$ cat config.mk
export PLATFORM = sky130hd
export DESIGN_NAME = spmc_mac
export DESIGN_NICKNAME = d
export VERILOG_FILES = /design/src/hw/rtl/spmc_pkg.sv /design/src/hw/rtl/spmc_mac.sv
export SDC_FILE = /design/constraint.sdc
export NUM_CORES = 2
export LEC_CHECK = 0
export BUFFER_PORTS_ARGS = -buffer_cell sky130_fd_sc_hd__buf_2
export CAP_MARGIN = 5
export CORE_MARGIN = 4
export CORE_UTILIZATION = 45
export DETAILED_ROUTE_END_ITERATION = 8
export PLACE_DENSITY = 0.66
export SYNTH_ARGS = -nofsm -noshare
export SYNTH_HDL_FRONTEND = slang
export SYNTH_SLANG_ARGS = --single-unit
$ cat constraint.sdc
create_clock -name aclk -period 8.3 [get_ports aclk]
set_input_delay 0 -clock aclk [delete_from_list [all_inputs] [get_ports aclk]]
set_output_delay 0 -clock aclk [all_outputs]
set_load 0.02 [all_outputs]
$ cat src/hw/rtl/spmc_pkg.sv
// shared types, widths and codes for the sigma point mean / covariance core
// no dependencies; used by spmc_mac and sigma_point_mean_covariance_core
package spmc_pkg;

    localparam int MAX_POINTS = 16;
    localparam int MAX_DIM    = 6;

    localparam int PT_IW  = (MAX_POINTS > 1) ? $clog2(MAX_POINTS) : 1;
    localparam int PT_AW  = (MAX_POINTS * MAX_DIM > 1) ? $clog2(MAX_POINTS * MAX_DIM) : 1;
    localparam int DIM_IW = (MAX_DIM > 1) ? $clog2(MAX_DIM) : 1;

    localparam int VAL_W  = 32;
    localparam int WGT_W  = 24;
    localparam int PC_W   = 5;
    localparam int DIM_W  = 3;
    localparam int MUL_W  = 33;
    localparam int PROD_W = 2 * MUL_W;
    localparam int Q_W    = 49;
    localparam int ACC_W  = 78;

    localparam int IN_DATA_W  = 96;
    localparam int OUT_DATA_W = 40;
    localparam int OUT_USER_W = 2;

    localparam int CFG_IDX_W  = 1;
    localparam int CFG_DATA_W = 5;

    localparam logic CMD_LOAD    = 1'b0;
    localparam logic CMD_COMPUTE = 1'b1;

    localparam logic [CFG_IDX_W-1:0] REG_POINT_COUNT = 1'b0;
    localparam logic [CFG_IDX_W-1:0] REG_DIMENSION   = 1'b1;

    localparam int KIND_BIT = 0;
    localparam int ERR_BIT  = 1;

    typedef struct packed {
        logic mul_en;
        logic acc_clr;
        logic acc_add;
        logic acc_shift;
    } mac_ctrl_t;

    typedef enum logic [16:0] {
        S_IDLE   = 17'd1 << 0,
        S_ERR    = 17'd1 << 1,
        S_M_RD   = 17'd1 << 2,
        S_M_MUL  = 17'd1 << 3,
        S_M_ACC  = 17'd1 << 4,
        S_M_OUT  = 17'd1 << 5,
        S_C_MR   = 17'd1 << 6,
        S_C_MC   = 17'd1 << 7,
        S_C_RDR  = 17'd1 << 8,
        S_C_RDC  = 17'd1 << 9,
        S_C_DEV  = 17'd1 << 10,
        S_C_MAG  = 17'd1 << 11,
        S_C_RND  = 17'd1 << 12,
        S_C_MULH = 17'd1 << 13,
        S_C_MULL = 17'd1 << 14,
        S_C_ACCL = 17'd1 << 15,
        S_C_OUT  = 17'd1 << 16
    } state_t;

endpackage

$ cat src/hw/rtl/spmc_mac.sv
// shared multiply-accumulate unit: 33x33 signed multiplier with registered
// product and a wide accumulator; depends on spmc_pkg
module spmc_mac (
    input  logic                               aclk,
    input  spmc_pkg::mac_ctrl_t                ctrl,
    input  logic signed [spmc_pkg::MUL_W-1:0]  mul_a,
    input  logic signed [spmc_pkg::MUL_W-1:0]  mul_b,
    output logic signed [spmc_pkg::PROD_W-1:0] prod,
    output logic signed [spmc_pkg::ACC_W-1:0]  acc
);

    logic signed [spmc_pkg::PROD_W-1:0] prod_reg;
    logic signed [spmc_pkg::ACC_W-1:0]  acc_reg;
    logic signed [spmc_pkg::ACC_W-1:0]  acc_next;
    logic signed [spmc_pkg::ACC_W-1:0]  addend;

    always_comb begin
        addend = {{(spmc_pkg::ACC_W - spmc_pkg::PROD_W){prod_reg[spmc_pkg::PROD_W-1]}},
                  prod_reg};
        // high partial product carries weight 2^16
        if (ctrl.acc_shift) begin
            addend = addend <<< 16;
        end
        acc_next = acc_reg;
        if (ctrl.acc_clr) begin
            acc_next = '0;
        end else if (ctrl.acc_add) begin
            acc_next = acc_reg + addend;
        end
    end

    always_ff @(posedge aclk) begin
        if (ctrl.mul_en) begin
            prod_reg <= mul_a * mul_b;
        end
        acc_reg <= acc_next;
    end

    assign prod = prod_reg;
    assign acc  = acc_reg;

endmodule
After elaboration in Yosys (flattened, before gate mapping)
Index checks and enable logic that the tools add are counted.
- bits of input ports: 71
- flip-flop bits (word level): 144
- logic and storage cells: 5
- output and inout port bits: 144
- multiplexer cells: 1
- multipliers: 1
- add/sub/neg operators: 1
- operators by type and width (kind ; count):
    adder 78 bit ; 1
    2-to-1 mux 78 bit ; 1
    multiplier 33 x 33 -> 66 bit ; 1

Longest topological paths before layout
- depth after elaboration: 2
- mapped depth: 31
- mapped depth without buffers: 29

Worst setup path before layout
Ideal clock, no wire load.
- path type: input -> register
- from: input port mul_a[32] in the netlist's numbering
- to: register prod_reg (netlist bit prod[63]), data pin
- cell stages on the path: 27
- path buffers: 2
- setup time: 0.261 ns
- arrival time: 7.594 ns
- required time: 8.039 ns
- path slack: 0.445 ns
- path through: clkbuf_1 nand2_1 inv_1 fa_1 fa_1 fa_1 inv_1 fa_1 inv_1 fa_1 fa_1 fa_1 inv_1 fa_1 inv_1 ha_1 clkbuf_1 a21o_1 a21o_1 a21oi_1 nor2b_1 o21ai_0 nand2b_1 a221o_1 a21oi_1 nor2_1 a311o_1
- cells in the longest elaborated chain, start to end: 1
- RTL lines (item ; line ; text):
    from (decl) ; spmc_mac.sv:6 ; input logic signed [spmc_pkg::MUL_W-1:0] mul_a,
    multiplier 33 x 33 -> 66 bit ; spmc_mac.sv:34 ; prod_reg <= mul_a * mul_b;
    to (signal assigned) ; spmc_mac.sv:34 ;
    to (decl) ; spmc_mac.sv:12 ; logic signed [spmc_pkg::PROD_W-1:0] prod_reg;
Every way passes these cells.
A chain may end at the register's enable or synchronous reset.

Worst setup path after layout
- from: input port mul_a[17] in the netlist's numbering
- to: register prod_reg (netlist bit prod[63]), data pin
Same word-level chain as after synthesis.

==> results.ini <==
[run_status]
outcome=finished, violations left
failed_checks=design-rule violations

[sta]
tightestPinTransition_ns=1.03
final-setup-viol-count=0
period_share_pct=92.6
fmaxAchievable_mhz=130
finClkSkew_ns=0.0132
relSlewSlack_pct=31.2
slew_violations=0
rsz0062_at_grt=no
final_hold_viol_count=0
tns_ns=0
post-route-min-period_ns=7.68

[layout]
drive_above_1_share_pct=8.28
largest_reg_flops=78
nNetsFinal=6934
final_cell_mix=inv_1 (1160), fa_1 (1146), nand2_1 (634)
area_delta_synth_final_pct=6.96
layout_commonest_cell=inv_1

[clock_tree]
numCtsBuffers=17
cts_setup_buffers=0
cts-root-buf=clkbuf_16
cts_max_level=4
cts_resized=0
clock-sinks=144
clk-insertion-delay-late_ns=0.46
clk_path_buf_depth=2
cts_tree=built
clkTransAtPathRegs_ns=0.06

[worst_setup_path]
worstSetupPathType=input port to register
critPathMaxStageDelay_ns=0.56
cp.arrival_ns=7.89
crit_buf_inv=7
endpoint_kind=register
cp_common_cell=fa_1
critPathTopFamily=adder cells
slowest_stage=fa_1
cp-start-kind=input port
crit_required_ns=8.50
worst-path-max-fanout=20

[yosys]
synthXorXnorAreaFrac_pct=2.49
ys_types=77
yosys.area_share.simple_pct=16.0
synth_area_um2=48900
synth-edff-count=66
synthMuxAreaShare_pct=2.26
synth_top_family_by_area=adder cells
syn_area_per_cell_um2=9.17
synth_compound_area_share_pct=6.48
synthArstFlopShare_pct=0
synth_warnings=0
synthFlopType=dfxtp_1
synthCells=5329
ys_seq_elements=144
synth-adder-area-share_pct=54.5
seq_area_frac_synth_pct=7.25
synth_nets=6840

[grt]
grt_use_total_pct=25.4
antenna_found_initial=7
grt_max_degree=80
gr-total-overflow=0
grt_pass1_vias=38500
grt_pass1_wl_mm=224

[placement]
port_buffers=214
dp_hpwl_mm=120
gp_congestion=0.946

[drt]
drt_iter0_markers=2814
viasPerCell=5.31
first_pass_iters=7
ant_nets=0
drc=2
routed_wl_mm=142
vias=36300
wire_per_inst_um=20.7

[floorplanning]
die_h_um=338
core_area_um2=108000
start_util_pct=45.5
rows=120
die_area_um2=114000
die_w_um=338
ios=215

[run]
maxCapViolations=0

[min_path]
hold_path.class=input port to register

[cell type report]
cell class | count | area, um^2
fill | 10100 | 55200
multi-input combinational | 3754 | 40000
inverter | 1161 | 4360
sequential | 144 | 3540
timing repair buffer | 345 | 2100
tap | 1403 | 1760
clock buffer | 18 | 439
clock inverter | 14 | 124
antenna | 3 | 7.51
[logic make-up after synthesis]
kind of cell	count (synthesis)
and+or+nand+nor	1580
adders and majority gates	1440
buffers and inverters	1431
AOI/OAI and AO/OA	491
DFF	144
xor gates and xnor gates	139
muxes	104
[metal layers]
| metal | global-route usage [%] | vias to the layer above | share of wire, % |
|---|---|---|---|
| li1 | - | 16100 | - |
| met1 | 37.0 | 18500 | 45 |
| met2 | 39.3 | 1470 | 44 |
| met3 | 5.85 | 162 | 9.6 |
| met4 | 4.94 | 6 | 1.9 |
| met5 | 0 | - | 0.030 |
[per-stage QoR]
stage / util [%] / cell area [um^2] / setup WS (ns) / std cells / hold slack (ns)
4_1_cts: 48.6 / 52300 / 0.646 / 6839 / 0.140
2_1_floorplan: - / 48900 / 0.445 / 5329 / 0.112
3_3_place_gp: 48.1 / 51700 / 0.299 / 6806 / 0.452
3_5_place_dp: 48.1 / 51700 / 0.178 / 6806 / 0.456
5_1_grt: 48.6 / 52300 / 0.168 / 6840 / 0.157
6_report: 48.6 / 52300 / 0.617 / 6842 / 0.175
[worst paths after layout]
path,start,end,slack (ns),depth (start not counted)
setup reg to reg,prod[0],acc[38],3.90,15
hold reg to reg,acc[77],acc[77],0.48,2
setup / recovery,mul_a[17],prod[63],0.62,28
hold / removal,mul_b[0],prod[0],0.17,2
[repair_timing]
item	in CTS	in global routing
hold endpoints to repair	2	0
setup endpoints to repair	0	0
hold buffers	1	0
[cell usage after synthesis, drive strengths merged, types with 7 or more instances]
cell	number	share of area, %
nor2b	36	0.46
o211ai	10	0.15
mux2	51	1.2
nand4	37	0.49
nand2b	30	0.38
a31o	7	0.13
a21o	79	1.2
and3	17	0.22
nand2	634	4.9
nand3	33	0.35
o21bai	26	0.40
dfxtp	78	3.2
o21ai	98	1.0
mux2i	53	1.1
ha	294	7.5
nor3	19	0.19
a31oi	15	0.20
clkbuf	254	2.0
xor2	49	0.88
edfxtp	66	4.1
a211oi	18	0.28
xnor2	90	1.6
or3	7	0.090
buf	16	0.13
inv	1161	8.9
and2	566	7.2
fa	1146	47
a21oi	170	1.8
o21a	11	0.17
nor2	178	1.4
Power is not shown: default switching activity piles up to over one toggle a cycle in this logic, so the estimate is an artifact.
