### config.mk
export PLATFORM = sky130hd
export DESIGN_NAME = spmc_ram
export DESIGN_NICKNAME = d
export VERILOG_FILES = /design/src/hw/rtl/spmc_ram.sv
export SDC_FILE = /design/constraint.sdc
export NUM_CORES = 1
export LEC_CHECK = 0
export BUFFER_PORTS_ARGS = -buffer_cell sky130_fd_sc_hd__buf_2
export CORE_UTILIZATION = 35
export CTS_CLUSTER_DIAMETER = 50
export CTS_CLUSTER_SIZE = 10
export DETAILED_ROUTE_END_ITERATION = 6
export PLACE_DENSITY = 0.54
export SETUP_SLACK_MARGIN = 0.1
export SLEW_MARGIN = 10
export SYNTH_ARGS = -nofsm -noshare
export SYNTH_HDL_FRONTEND = slang
export SYNTH_SLANG_ARGS = --single-unit
### constraint.sdc
create_clock -name aclk -period 4.1 [get_ports aclk]
set_input_delay 0.205 -clock aclk [delete_from_list [all_inputs] [get_ports aclk]]
set_output_delay 0.205 -clock aclk [all_outputs]
set_load 0.01 [all_outputs]
### src/hw/rtl/spmc_ram.sv
// generic single write port, single read port ram with registered read data
// no dependencies
module spmc_ram #(
    parameter int WIDTH = 32,
    parameter int DEPTH = 16
) (
    input  logic                                       aclk,
    input  logic                                       we,
    input  logic [((DEPTH > 1) ? $clog2(DEPTH) : 1)-1:0] waddr,
    input  logic [WIDTH-1:0]                           wdata,
    input  logic [((DEPTH > 1) ? $clog2(DEPTH) : 1)-1:0] raddr,
    output logic [WIDTH-1:0]                           rdata
);

    logic [WIDTH-1:0] mem [DEPTH];
    logic [WIDTH-1:0] rdata_reg;

    always_ff @(posedge aclk) begin
        if (we) begin
            mem[waddr] <= wdata;
        end
        rdata_reg <= mem[raddr];
    end

    assign rdata = rdata_reg;

endmodule

* Word-level counts from Yosys, hierarchy flattened
Memories as Yosys holds them, arrays and structs flattened. A register that Yosys moved wholly into a read port is not among the register bits.
Index checks and enable logic that the tools add are counted.
W data, S select, Z words.
** Operators by class
- Muxes and demuxes :: 2
** Operators with widths (count)
- $mux W1 :: 2
** Storage, ports and cells
- Output and inout bits :: 32
- Bits in writable memories :: 512
- Bits of input ports :: 42
- Flip-flop bits (word level) :: 0
- Word-level logic and storage cells :: 3
- Memories kept :: 1
** Memory list
- mem :: depth 16, width 32, rd ports 1, clocked after memory_dff 1, write ports 1, RTL line 15 : logic [WIDTH-1:0] mem [DEPTH];

* Longest topological paths before layout
Gate-level depths: netlist of the first run.
- Depth after elaboration :: 2
- Mapped depth :: 5
- Depth with buffers taken out :: 3

* Least setup slack after synthesis of the first run
Ideal clock, no wire load.
- Kind :: input to register
- From :: input port waddr[2] (netlist name)
- To :: memory mem[0][0] (enable)
- Data required time :: 3639 ps
- Data arrival time :: 2923 ps
- Setup slack :: 715 ps
- Buffers on the path :: 0
- Library setup time :: 461 ps
- Stages :: 2
- Cell sequence :: or3b_2 > nor3_1
** RTL lines
- start: declaration :: RTL line 9 : input logic [((DEPTH > 1) ? $clog2(DEPTH) : 1)-1:0] waddr,
- end: declaration :: RTL line 15
Straight into the memory's write port.

==> summary.md, run 1 <==
| Metric | Value |
|---|---|
| Synth Area in XOR/XNOR | 0 |
| Initial core utilization | 0.358 |
| Row cnt | 86 |
| Total GRT Usage | 0.158 |
| Yosys top cell area share | 0.774 |
| CTS H-tree lvls | 3 |
| CP top delay family | buffers and inverters |
| Global-route wire length before repair | 65,200 um |
| CTS buffer count | 67 |
| Sink Count | 544 |
| Wirelength, routed | 44,000 um |
| P per Cell Area | approximately 520 nW/um2 |
| Peak Freq | ~560 MHz |
| Post-synthesis adder-cell area fraction | 0 |
| Die ar. | a little under 60,000 um2 |
| Synth cell count leaders | 512 x edfxtp_1, 128 x mux4_2, 64 x a22oi_1 |
| Netlist Area Pre-Place | 19,900 um2 |
| Post-CTS Setup Bufs | 0 |
| TNS Setup | 0 ps |
| Slew @ Worst Pin | 1210 ps |
| CP Launch Type | input port |
| Crit-path cells | clkbuf_8 -> buf_4 -> mux4_2 -> a22oi_1 -> nand2_1 |
| Layout Nets | ~1,000 |
| Max Cap Viol | 0 |
| Clock transition at path regs | 60 ps |
| First-pass DRT Iterations | 5 |
| Largest net degree at the start of global routing | 87 |
| Largest register FFs | 512 |
| # diodes | 0 |
| WP data arrival | between 2000 and 2500 ps |
| Mapped Nets | 880 |
| CTS resizes | 0 |
| Vias per Instance | between 5 and 6 |
| Die Width | roughly 240 um |
| Max_slew headroom | 0.192 |
| RD Place Congestion | roughly 0.69 |
| Final hold violations | 0 |
| CP Data Required Time | about 4600 ps |
| Crit-path max FO | 53 |
| FF+latch count, synth | 544 |
| Final Slew Violations | 0 |
| P_leak | 7.64 nW |
| EDFF count, synth | 512 |
| Period Utilization, post-route | 0.433 |
| Hold Crit Class | input port to register |
| Vias in the first global route | 9,573 |
| R2r setup slk | 2670 ps |
| Unique masters post-synth | 18 |
| CTS tree | built |
| Detailed-route via count | 9,189 |
| Finished Core Util | 0.428 |
| Post-synthesis sequential area ratio | 0.807 |
| Top Ports | 74 |
| Syn Inst Count | 838 |
| Vert. Die Dim | 240 um |
| Core area | 55,500 um2 |
| P&R area growth vs syn | 19.6% |
| Dominant synthesized flop cell | edfxtp_1 |
| Mapped Avg Cell Area | 23.7 um2 |
| Routed len/inst | 24.5 um |
| Fill cells | 4,834 |
| Worst IR Drop VDD | about 0.00027 V |
| Count leader, synth | edfxtp_1 |
| Area leader, netlist | edfxtp_1 |
| Initial DRC count | 794 |
| Clock tree root driver cell | clkbuf_16 |
| Simple-Gate Fraction of Synth Area | 0.0127 |
| Mux contribution to synthesized area | 0.145 |
| Main combinational cell family by area after synthesis | multiplexers |
| CP endpoint kind | register |
| Compound-cell area share of the yosys netlist | 0.0242 |
| Tmin final | 1770 ps |
| Max incr delay on CP | 550 ps |
| Critical path type | input port to register |
| Post-CTS Hold Fix Bufs | 27 |
| DRC | 0 |
| Routed Antenna Nets | 0 |
| WP buf/inv | 2 |
| DPL Wire Length | approximately 25,000 um |
| Initial antenna violation count | 3 |
| Port Buf Inserts | 73 |
| Synth area leaders | edfxtp_1 77%, mux4_2 15%, dfxtp_1 3.2% |
| Final setup viols | 0 |
| Total power | about 12 mW |
| Slowest CP cell | mux4_2 |
| Synth async-reset ratio | 0 |
| Synth warn | 0 |
| Ratio of cells with drive above 1 in the final layout | 0.322 |
| Status | complete, no violations |
| Latest clock arrival within the worst-skew pair | between 500 and 600 ps |
| Clk buf depth | 3 |
| Clock skew | 18.5 ps |
| Unrepaired setup endpoints after global routing | no |
| Grt total ovfl | 0 |
stage by stage:
| stage | setup slack (ps) | instances | cell area, um2 | hold slack (ps) |
|---|---|---|---|---|
| 5_1_grt | 2190 | 1797 | 23700 | 16.2 |
| 6_report | 2330 | 1797 | 23700 | 36.8 |
| 3_3_place_gp | 1700 | 1649 | 21400 | 588 |
| 2_1_floorplan | 715 | 838 | 19900 | 304 |
| 3_5_place_dp | 1710 | 1649 | 21400 | 598 |
| 4_1_cts | 2340 | 1796 | 23700 | 1.23 |
where the power goes:
| group | internal, mW | switching, mW |
|---|---|---|
| clock | 3.39 | 2.17 |
| sequential | 6.22 | 0.0362 |
| combinational | 0.244 | 0.342 |
| total | 9.85 | 2.55 |
cell families after synthesis:
group           count (synthesis)
buf+inv                        43
mux                           128
simple gates                   59
flops                         544
compound gates                 64
placed cells by master, fill, tap and decap left out, types with 3 or more instances in the layout:
cell type,n
inv_6,3
clkbuf_8,4
nand2_1,33
a22oi_1,64
clkbuf_16,69
buf_2,71
bufinv_16,3
buf_4,30
edfxtp_1,512
clkbuf_1,38
buf_12,3
mux4_2,128
nor2_4,13
dfxtp_1,32
nor3_2,4
dlygate4sd3_1,27
worst register-to-register path: stages, from the launching register on:
cell,delay [ps]
edfxtp_1,350
mux4_2,500
a22oi_1,310
nand2_1,140
worst paths after layout:
kind	from	end	cells after the start
worst max-delay path	raddr[0]	rdata[5]	5
worst min-delay path	wdata[22]	mem[7][22]	1
worst max register to register	mem[3][18]	rdata[18]	3
worst min register to register	mem[14][28]	rdata[28]	3
area by class of cell:
cell class | count | area, um2 | area share
tap | 748 | 936 | 0.0394
clock buffer | 110 | 1910 | 0.0805
sequential | 544 | 16000 | 0.674
multi-input combinational | 251 | 3750 | 0.158
clock inverter | 10 | 170 | 0.00717
timing repair buffer | 134 | 963 | 0.0406
layer usage:
layer  vias to the layer above  track usage  wire length (um)
met3                        78       0.0342              2130
met2                       248        0.237             20400
met4                         2       0.0450               901
met5                         -            0                13
li1                       3907            -                 -
met1                      4954        0.232             20600
Note: power is estimated with default switching activity, not from simulation.
==> run 2: changes to the inputs <==
--- a/config.mk
+++ b/config.mk
@@ -5,12 +5,13 @@
 export SDC_FILE = /design/constraint.sdc
 export NUM_CORES = 1
 export LEC_CHECK = 0
+export ABC_AREA = 1
 export BUFFER_PORTS_ARGS = -buffer_cell sky130_fd_sc_hd__buf_2
 export CORE_UTILIZATION = 35
 export CTS_CLUSTER_DIAMETER = 50
 export CTS_CLUSTER_SIZE = 10
 export DETAILED_ROUTE_END_ITERATION = 6
-export PLACE_DENSITY = 0.54
+export PLACE_DENSITY = 0.56
 export SETUP_SLACK_MARGIN = 0.1
 export SLEW_MARGIN = 10
 export SYNTH_ARGS = -nofsm -noshare
==> constraint.sdc (replaced) <==
create_clock -name aclk -period 1.4 [get_ports aclk]
set_input_delay 0.07 -clock aclk [delete_from_list [all_inputs] [get_ports aclk]]
set_output_delay 0.07 -clock aclk [all_outputs]
set_load 0.01 [all_outputs]
==> run 2 against run 1 <==
Effect of this change:
- routed wire length increased by 34%
- die area increased by 14%
- flip-flop and latch count unchanged
- final cell count increased by 79%
- largest cell class unchanged
- largest power group unchanged
==> summary.md, run 2 <==
| Metric | Value |
|---|---|
| P&R area growth vs syn | 21.8% (was 19.6%) |
| Max_slew headroom | 0.671 (was 0.192) |
| Dominant synthesized flop cell | edfxtp_1 (unchanged) |
| Met3 GRT Util | 0.0283 (was 0.0342) |
| Clock skew | 19.8 ps (was 18.5 ps) |
| RR Startpoint | mem[1][25] (was mem[3][18]) |
| CP top delay family | flip-flops (was buffers and inverters) |
| Max Cap Viol | 0 (unchanged) |
| Global-route wire length before repair | 90,100 um (was 65,200 um) |
| DPL Wire Length | 36,800 um (was 24,800 um) |
| Synth warn | 0 (unchanged) |
| Period Utilization, post-route | 0.870 |
| WP buf/inv | 1 (was 2) |
| Count leader, synth | nand2_1 (was edfxtp_1) |
| Synth area leaders | edfxtp_1 68%, nand2_1 11%, nand3_1 8.5% (was edfxtp_1 77%, mux4_2 15%, dfxtp_1 3.2%) |
| Fill cells | 5,933 (was 4,834) |
| Die Width | 257 um (was 240 um) |
| Unrepaired setup endpoints after global routing | no (unchanged) |
| Port Buf Inserts | 73 (unchanged) |
| P per Cell Area | 1360 nW/um2 (was 522 nW/um2) |
| Layout Nets | 2,349 (was 1,040) |
| EDFF count, synth | 512 (unchanged) |
| CTS H-tree lvls | 3 (unchanged) |
| Vias in the first global route | 14,900 (was 9,573) |
| Crit. path cell count | 1 (was 5) |
| Latest clock arrival within the worst-skew pair | 590 ps (about the same) |
| Post-synthesis sequential area ratio | 0.705 (was 0.807) |
| FF+latch count, synth | 544 (unchanged) |
| TNS Setup | 0 ps (unchanged) |
| Post-CTS Setup Bufs | 0 (unchanged) |
| CTS buffer count | 70 (was 67) |
| Met2 usage | 0.291 (was 0.237) |
| Total GRT Usage | 0.180 (was 0.158) |
| P_leak | 11.7 nW (was 7.64 nW) |
| R2r setup slk | 270 ps (was 2670 ps) |
| Status | complete, no violations (unchanged) |
| Crit Reg-Reg Endpoint | rdata[25] (was rdata[18]) |
| Yosys top cell area share | 0.676 (was 0.774) |
| Worst setup path endpoint | rdata[31] (was rdata[5]) |
| Largest register FFs | 512 (unchanged) |
| CP endpoint kind | output pin (was register) |
| Routed Antenna Nets | 0 (unchanged) |
| Most Used Layer, Global Route | met2 (unchanged) |
| RD Place Congestion | 0.822 (was 0.691) |
| Initial antenna violation count | 0 (was 3) |
| Largest net degree at the start of global routing | 47 (was 87) |
| Clk buf depth | 3 (unchanged) |
| Top Ports | 74 (unchanged) |
| Crit-path max FO | 1 (was 53) |
| Reg area | 16,000 um2 (about the same) |
| Vias per Instance | 4.70 (was 5.11) |
| First-pass DRT Iterations | 5 (unchanged) |
| Non-Filler Instances | 3,216 (was 1,797) |
| CP Launch Type | register (was input port) |
| Ratio of cells with drive above 1 in the final layout | 0.126 (was 0.322) |
| Unique masters post-synth | 15 (was 18) |
| Multi-input gate area | 4670 um2 (was 3750 um2) |
| Detailed-route via count | 15,100 (was 9,189) |
| # diodes | 0 (unchanged) |
| Mapped Avg Cell Area | 10.7 um2 (was 23.7 um2) |
| Die ar. | 66,000 um2 (was 57,700 um2) |
| M1 GR Usage | 0.247 (was 0.232) |
| Initial core utilization | 0.353 (was 0.358) |
| Wirelength, routed | 58,800 um (was 44,000 um) |
| Initial DRC count | 1,185 (was 794) |
| WP data arrival | 1150 ps (was 2230 ps) |
| Crit-path cells | buf_2 (was clkbuf_8 -> buf_4 -> mux4_2 -> a22oi_1 -> nand2_1) |
| CP Data Required Time | 1330 ps (was 4550 ps) |
| Core area | 64,300 um2 (was 55,500 um2) |
| Synth cell count leaders | 677 x nand2_1, 512 x edfxtp_1, 388 x inv_1 (was 512 x edfxtp_1, 128 x mux4_2, 64 x a22oi_1) |
| Slowest CP cell | dfxtp_1 (was mux4_2) |
| Peak Freq | between 800 and 900 MHz |
| Netlist Area Pre-Place | 22,700 um2 (was 19,900 um2) |
| Critical path type | register to output pin (was input port to register) |
| Clock transition at path regs | 50 ps (was 60 ps) |
| Critical Path Start | rdata[31] (was raddr[0]) |
| Commonest non-fill, non-tap cell in the layout | nand2_1 (was edfxtp_1) |
| Synth async-reset ratio | 0 (unchanged) |
| Grt total ovfl | 0 (unchanged) |
| Tmin final | between 1000 and 1500 ps |
| DRC | 0 (unchanged) |
| Final setup viols | 0 (unchanged) |
| Routed len/inst | 18.3 um (was 24.5 um) |
| Hold Crit Class | input port to register (unchanged) |
| Final Slew Violations | 0 (unchanged) |
| Clock tree root driver cell | clkbuf_16 (unchanged) |
| Max incr delay on CP | 390 ps (was 550 ps) |
| Slew @ Worst Pin | 494 ps (was 1210 ps) |
| Vert. Die Dim | 257 um (was 240 um) |
| Worst IR Drop VDD | 0.000776 V (was 0.000273 V) |
| Area leader, netlist | edfxtp_1 (unchanged) |
| R2R cell count | 6 (was 3) |
| Mapped Nets | 2,162 (was 880) |
| Final hold violations | 0 (unchanged) |
| Row cnt | 93 (was 86) |
| CTS tree | built (unchanged) |
| Most frequent cells in the layout | 677 x nand2_1, 512 x edfxtp_1, 386 x inv_1 (was 512 x edfxtp_1, 128 x mux4_2, 71 x buf_2) |
| Sink Count | 544 (unchanged) |
| Placed Instances | 3,058 (was 1,649) |
| Syn Inst Count | 2,120 (was 838) |
## run 2: per-layer routing
| layer | routed length [um] | share of wire |
|---|---|---|
| met1 | 26700 | 0.45 |
| met2 | 27800 | 0.47 |
| met3 | 2950 | 0.050 |
| met4 | 1310 | 0.022 |
| met5 | 0 | 0 |
## run 2: worst min-delay path by stage
stage                end  slack (ps)  cells after the start      start
2_1_floorplan  mem[0][0]         170                      0   wdata[0]
3_3_place_gp   rdata[20]         470                      1  rdata[20]
3_5_place_dp    rdata[4]         470                      1   rdata[4]
4_1_cts        rdata[21]          30                      4   raddr[3]
5_1_grt        rdata[21]          60                      4   raddr[3]
6_report       rdata[21]          80                      4   raddr[3]
## run 2: logic make-up (layout without fill, tap and decap cells)
group	after synthesis	count (layout)	synth area share
buf+inv	495	736	0.0954
simple gates	1081	1081	0.200
flops	544	544	0.705
## run 2: power by group
part	leakage (nW)	internal [mW]	switching [mW]
logic	5.79	0.897	1.69
registers	4.90	18.2	0.131
clock network	1.03	10.1	6.65
total	11.7	29.2	8.47
## run 2: per-stage QoR
stage / hold slack [ps] / instance area [um2] / worst slack (ps) / util / power, mW
floorplan: 169 / 22800 / -203 / - / 19.9
global placement: 466 / 25200 / 30.4 / 0.392 / 21.2
detailed placement: 468 / 25200 / 6.47 / 0.392 / 21.2
CTS: 32.3 / 27700 / 128 / 0.430 / 38.1
global route: 60.6 / 27700 / 142 / 0.430 / 38.9
finish: 76.0 / 27700 / 182 / 0.430 / 37.7
## run 2: worst min-delay path, cell delays in order
cell,delay (ps)
buf_2,160
buf_4,230
nand3_1,100
nand2_1,40
## run 2: area by class of cell
class                      count  share of cell area
clock buffer                 111              0.0715
clock inverter                15             0.00605
inverter                     390              0.0531
multi-input combinational   1081               0.169
sequential                   544               0.578
tap                          855              0.0386
timing repair buffer         220              0.0839
## run 2: timing repair
item / CTS / global route
setup endpoints to repair: 2 / 0
hold endpoints to repair: 512 / 0
gates resized for setup: 2 / 0
hold buffers: 32 / 0
